## config.mk

```make
export PLATFORM = sky130hd
export DESIGN_NAME = pidl_cell
export DESIGN_NICKNAME = d
export VERILOG_FILES = /design/src/rtl/pidl_pkg.sv /design/src/rtl/pidl_cell.sv
export SDC_FILE = /design/constraint.sdc
export NUM_CORES = 1
export LEC_CHECK = 0
export BUFFER_PORTS_ARGS = -buffer_cell sky130_fd_sc_hd__buf_2
export CAP_MARGIN = 5
export CORE_MARGIN = 1.5
export CORE_UTILIZATION = 34
export CTS_CLUSTER_DIAMETER = 30
export DETAILED_ROUTE_END_ITERATION = 10
export GPL_ROUTABILITY_DRIVEN = 1
export HOLD_SLACK_MARGIN = 0.06
export PLACE_DENSITY = 0.75
export SLEW_MARGIN = 5
export SYNTH_ARGS = -nofsm -noshare
export SYNTH_HDL_FRONTEND = slang
export SYNTH_SLANG_ARGS = --single-unit
```

## constraint.sdc

```tcl
create_clock -name clk_i -period 3.95 [get_ports clk_i]
set_clock_uncertainty 0.1 [all_clocks]
set_input_delay 0.395 -clock clk_i [delete_from_list [all_inputs] [get_ports clk_i]]
set_output_delay 0.395 -clock clk_i [all_outputs]
set_load 0.05 [all_outputs]
```

## src/rtl/pidl_pkg.sv

```systemverilog
// ----------------------------------------------------------------------------
// pidl_pkg
// Shared types, codes and elaboration helpers for the positional list.
// ----------------------------------------------------------------------------
`timescale 1ns / 1ps
`default_nettype none

package pidl_pkg;

  localparam int unsigned WORD_W  = 32;
  localparam int unsigned POS_W   = 8;
  localparam int unsigned RADIX   = 8;

  // opcodes; the unused code decodes as read
  localparam logic [1:0] OP_INSERT = 2'd0;
  localparam logic [1:0] OP_DELETE = 2'd1;
  localparam logic [1:0] OP_READ   = 2'd2;

  // status codes
  localparam logic [1:0] ST_OK    = 2'd0;
  localparam logic [1:0] ST_FULL  = 2'd1;
  localparam logic [1:0] ST_EMPTY = 2'd2;
  localparam logic [1:0] ST_RANGE = 2'd3;

  // per-cycle shift command broadcast to every cell
  typedef struct packed {
    logic ins;
    logic del;
  } cell_cmd_t;

  // number of nodes left after lvl rounds of RADIX-way reduction
  function automatic int unsigned level_size(int unsigned n, int unsigned lvl);
    int unsigned s;
    s = n;
    for (int unsigned i = 0; i < lvl; i++) begin
      s = (s + RADIX - 1) / RADIX;
    end
    return s;
  endfunction

  // register levels needed to reduce n leaves to one
  function automatic int unsigned or_levels(int unsigned n);
    int unsigned s;
    int unsigned l;
    s = n;
    l = 0;
    for (int unsigned i = 0; i < 16; i++) begin
      if (s > 1 || l == 0) begin
        s = (s + RADIX - 1) / RADIX;
        l = l + 1;
      end
    end
    return l;
  endfunction

endpackage

`default_nettype wire

```

## src/rtl/pidl_cell.sv

```systemverilog
// ----------------------------------------------------------------------------
// pidl_cell
// One list slot: holds a word and shifts with its neighbors on insert/delete.
// ----------------------------------------------------------------------------
`timescale 1ns / 1ps
`default_nettype none

module pidl_cell #(
  parameter int unsigned INDEX = 0,
  parameter int unsigned PW    = 8
) (
  input  logic                        clk_i,
  input  pidl_pkg::cell_cmd_t         cmd_i,
  input  logic [PW-1:0]               pos_i,
  input  logic [pidl_pkg::WORD_W-1:0] ins_value_i,
  input  logic [pidl_pkg::WORD_W-1:0] left_i,
  input  logic [pidl_pkg::WORD_W-1:0] right_i,
  output logic [pidl_pkg::WORD_W-1:0] data_o,
  output logic [pidl_pkg::WORD_W-1:0] sel_o
);
  import pidl_pkg::*;

  localparam logic [PW-1:0] Idx = PW'(INDEX);

  logic [WORD_W-1:0] data_q, data_d;
  logic              hit, above;

  assign hit   = (Idx == pos_i);
  assign above = (Idx > pos_i);

  always_comb begin
    data_d = data_q;
    if (cmd_i.ins) begin
      if (above) begin
        data_d = left_i;
      end else if (hit) begin
        data_d = ins_value_i;
      end
    end else if (cmd_i.del) begin
      if (hit || above) begin
        data_d = right_i;
      end
    end
  end

  always_ff @(posedge clk_i) begin
    data_q <= data_d;
  end

  assign data_o = data_q;
  assign sel_o  = hit ? data_q : '0;

endmodule

`default_nettype wire

```

### Yosys cells after proc, flatten, opt, wreduce, memory -nomap -nowiden

Cells that the tools add are included.
W data, S select, Z words.

| storage, ports and cells | value |
|---|---|
| bits in registers | 32 |
| bits in writable memories | 0 |
| bits in latches | 0 |
| ROM bits | 0 |
| word-level logic and storage cells | 14 |
| memories kept | 0 |

| operators by class | value |
|---|---|
| shift operators | 0 |
| multiply operators | 0 |
| add/subtract/negate cells | 0 |
| eq/ne operators | 1 |
| reductions and logical operators | 5 |
| multiplexer cells | 6 |
| divide/modulo/power cells | 0 |
| order comparisons | 1 |
| bitwise gates (word level) | 0 |

Operator list:

| cell | number |
|---|---|
| $mux W32 | 6 |
| $gt A1 B8 Y1 const A | 1 |
| $logic_not A8 Y1 | 1 |
| $reduce_bool A2 Y1 | 2 |
| $ne A3 B1 Y1 const B | 1 |
| $reduce_and A3 Y1 | 1 |
| $logic_or A1 B1 Y1 | 1 |

### Longest topological paths before layout

| logic depth | value |
|---|---|
| depth in word-level cells | 5 |
| depth in mapped cells | 4 |
| depth with buffers taken out | 2 |

### Least setup slack after synthesis

No wires, ideal clock.

| timing | value |
|---|---|
| path kind | input to register |
| from | input pos_i[1] |
| to | register data_q[0], in the netlist data_o[0], enable pin |
| cell stages on the path | 3 |
| setup slack | 71 ps |
| buffers on the path | 1 |
| setup time | 461 ps |
| data required time | 3,389 ps |
| data arrival time | 3,318 ps |
| cells stage by stage | or4_4 buf_6 nor3_1 |

| between the ends | value |
|---|---|
| longest elaborated chain between the ends | 4 |
| elaborated cells between the ends (all ways) | 6 |
| classes of those cells | 1 x order compare; 1 x eq/ne; 4 x reduce/logical |

Ends and longest elaborated chain:

| item | line | RTL |
|---|---|---|
| from (decl) | pidl_cell.sv:14 | `input logic [PW-1:0] pos_i,` |
| $gt A1 B8 Y1 or $logic_not A8 Y1 (tied branches) | pidl_cell.sv:29, pidl_cell.sv:28 |  |
| $logic_or A1 B1 Y1 | pidl_cell.sv:40 | `if (hit \|\| above) begin` |
| $reduce_bool A2 Y1 (no line) | - |  |
| $reduce_and A3 Y1 (no line) (*) | - |  |
| to (signal assigned) | pidl_cell.sv:47 | `data_q <= data_d;` |
| to (decl) | pidl_cell.sv:25 | `logic [WORD_W-1:0] data_q, data_d;` |

Mark *: on every way between the ends. The rest lies on a longest branch, timed or not.
A chain may end at the register's enable or synchronous reset.

### Worst setup path after layout

| timing | value |
|---|---|
| from | input pos_i[7] |
| to | output sel_o[31] (netlist name) |

| between the ends | value |
|---|---|
| longest elaborated chain between the ends | 2 |

Ends and longest elaborated chain:

| item | line | RTL |
|---|---|---|
| $logic_not A8 Y1 | pidl_cell.sv:28 | `assign hit = (Idx == pos_i);` |
| $mux W32 | pidl_cell.sv:51 | `assign sel_o = hit ? data_q : '0;` |
| to (decl) | pidl_cell.sv:19 | `output logic [pidl_pkg::WORD_W-1:0] sel_o` |

No other way between the ends.

==> reports/summary.txt <==
status - completed
critical path type - in2out
Pre-antenna DRT Iters - 4
core area - 0.005439 mm2
CP Data Required Time - 3.45 ns
TritonCTS Buffers - 5
Hold Path Class - in2reg
Setup WS pre-CTS - 1.258 ns
1st-iter DRT viols - 51
final slew viol count - 0
Final Power - 0.6959 mW
Die Y - 77.67 um
Final Routed Wirelength - 4253 um
post-CTS setup buffer count - 0
port bufs - 138
Final #Nets - 386
met2 Track Usage GR - 27.30%
Final Non-Filler Cells - 352
TNS Setup - 0 ns
most heavily used metal layer in global routing - met2
normalized max-slew margin - 35.98%
Yosys Warn Count - 0
Power Density - 261.5 mW/mm2
Leakage - 1.252 nW
row count - 27
met1 GRT Util - 14.87%
Max Cap Viol - 0
Remaining DRCs - 0
die area - 0.006032 mm2
CP max FO - 33
max reg flops - 32
layout cells sized above 1 - 75.00%
post-CTS sizing - 0
Avg Cell Area, Syn - 13.16 um2
Yosys cell types - 13
initial antenna violation count - 0
CTS HTree Levels - 2
RSZ-0062 raised after global routing - no
GR Util met3 - 4.000%
Fin. Hold Viols - 0
I/O Pins - 171
DRT antenna net count - 0
Crit. End Element - output port
post-synthesis register bit count - 32
Gate Count Post-Synth - 144
Final min period - 2.677 ns
crit path DAT - 2.18 ns
Setup violations, final - 0
CTS tree - yes
Max Buffers Root-to-Sink - 2
Clock Sink Count - 32
initial core utilization - 34.85%
Placed Instance Area - 0.002581 mm2
vias - 1524
HPWL after DPL - 3247 um
Max Fclk - 0.3735 GHz
period utilisation layout - 67.78%
# placed instances - 344
Synth Cell Area - 0.001896 mm2
post-synthesis sequential area ratio - 50.69%
hold_buf cts - 0
Vias/cell - 4.330
Peak supply drop - 163.9 uV
setup ws final - 1.273 ns
clk slew on worst S/H paths - 0.06 ns
Ant. Diodes - 0
area added between synthesis and finish - 40.40%
largest net degree at the start of global routing - 34
vias in the first global route - 1496
GPL Wtd Cong - 0.7636
clock root buffer - clkbuf_8
wire length per cell - 12.08 um
design area - 0.002661 mm2
post-layout utilization of the core - 48.93%
Worst-Margin Slew - 0.9603 ns
Hold WS - 0.3177 ns
first-pass GRT wire length - 6817 um
total gr overflow - 0
Die W - 77.67 um
CP startpoint kind - primary input
GRT Total Usage - 14.53%
Mapped Nets - 251
[final cells by class]
class                      count  area (um2)
inverter                      32       120.1
clock inverter                 1       3.754
sequential                    32       960.9
fill                         503        2778
timing repair buffer         140       705.7
clock buffer                   7       76.32
tap                           72       90.09
multi-input combinational     68       704.4
[cells in the mapped netlist, drive strengths merged]
library cell / number / area (um2)
buf: 10 / 108.9
clkbuf: 2 / 7.510
edfxtp: 32 / 960.9
inv: 32 / 120.1
mux2: 32 / 360.4
nor2: 1 / 3.750
nor3: 33 / 315.3
or4: 2 / 18.77
[logic make-up after synthesis]
| group | after synthesis | share of synthesized area [%] |
|---|---|---|
| buffers and inverters | 44 | 12.48 |
| multiplexers | 32 | 19.01 |
| AND/OR/NAND/NOR | 36 | 17.82 |
| flip-flops | 32 | 50.69 |
[worst max-delay path, cell delays in order]
cell and delay (ns):
buf_2 0.09, or4_2 1.13, nor3_1 0.26, buf_2 0.30
[power by group]
part / switching [mW] / internal (mW)
Combinational: 0.0368 / 0.0506
Sequential: 0.000435 / 0.377
Clock: 0.108 / 0.122
[worst paths after layout]
path,start,endpoint,slack [ns],cells after the start
max,pos_i[7],sel_o[31],1.27,4
min,right_i[22],data_o[22],0.32,2
[placed cells by master (no fill, tap or decap)]
| cell type | synthesis | final |
|---|---|---|
| mux2_2 | 32 | 32 |
| edfxtp_1 | 32 | 32 |
| clkbuf_1 | 2 | 2 |
| clkinv_1 | 0 | 1 |
| clkbuf_8 | 0 | 5 |
| buf_4 | 3 | 2 |
| nor2_1 | 1 | 1 |
| or4_2 | 0 | 1 |
| nor3_2 | 30 | 31 |
| inv_1 | 32 | 32 |
| or4_4 | 1 | 1 |
| buf_2 | 3 | 138 |
| nor3_1 | 3 | 2 |
[layer usage]
metal	share of wire (%)	routed length (um)
met3	6.8	291
met5	0	0
met1	39	1646
met2	53	2244
met4	1.7	71
(Power assumes the default switching activity.)
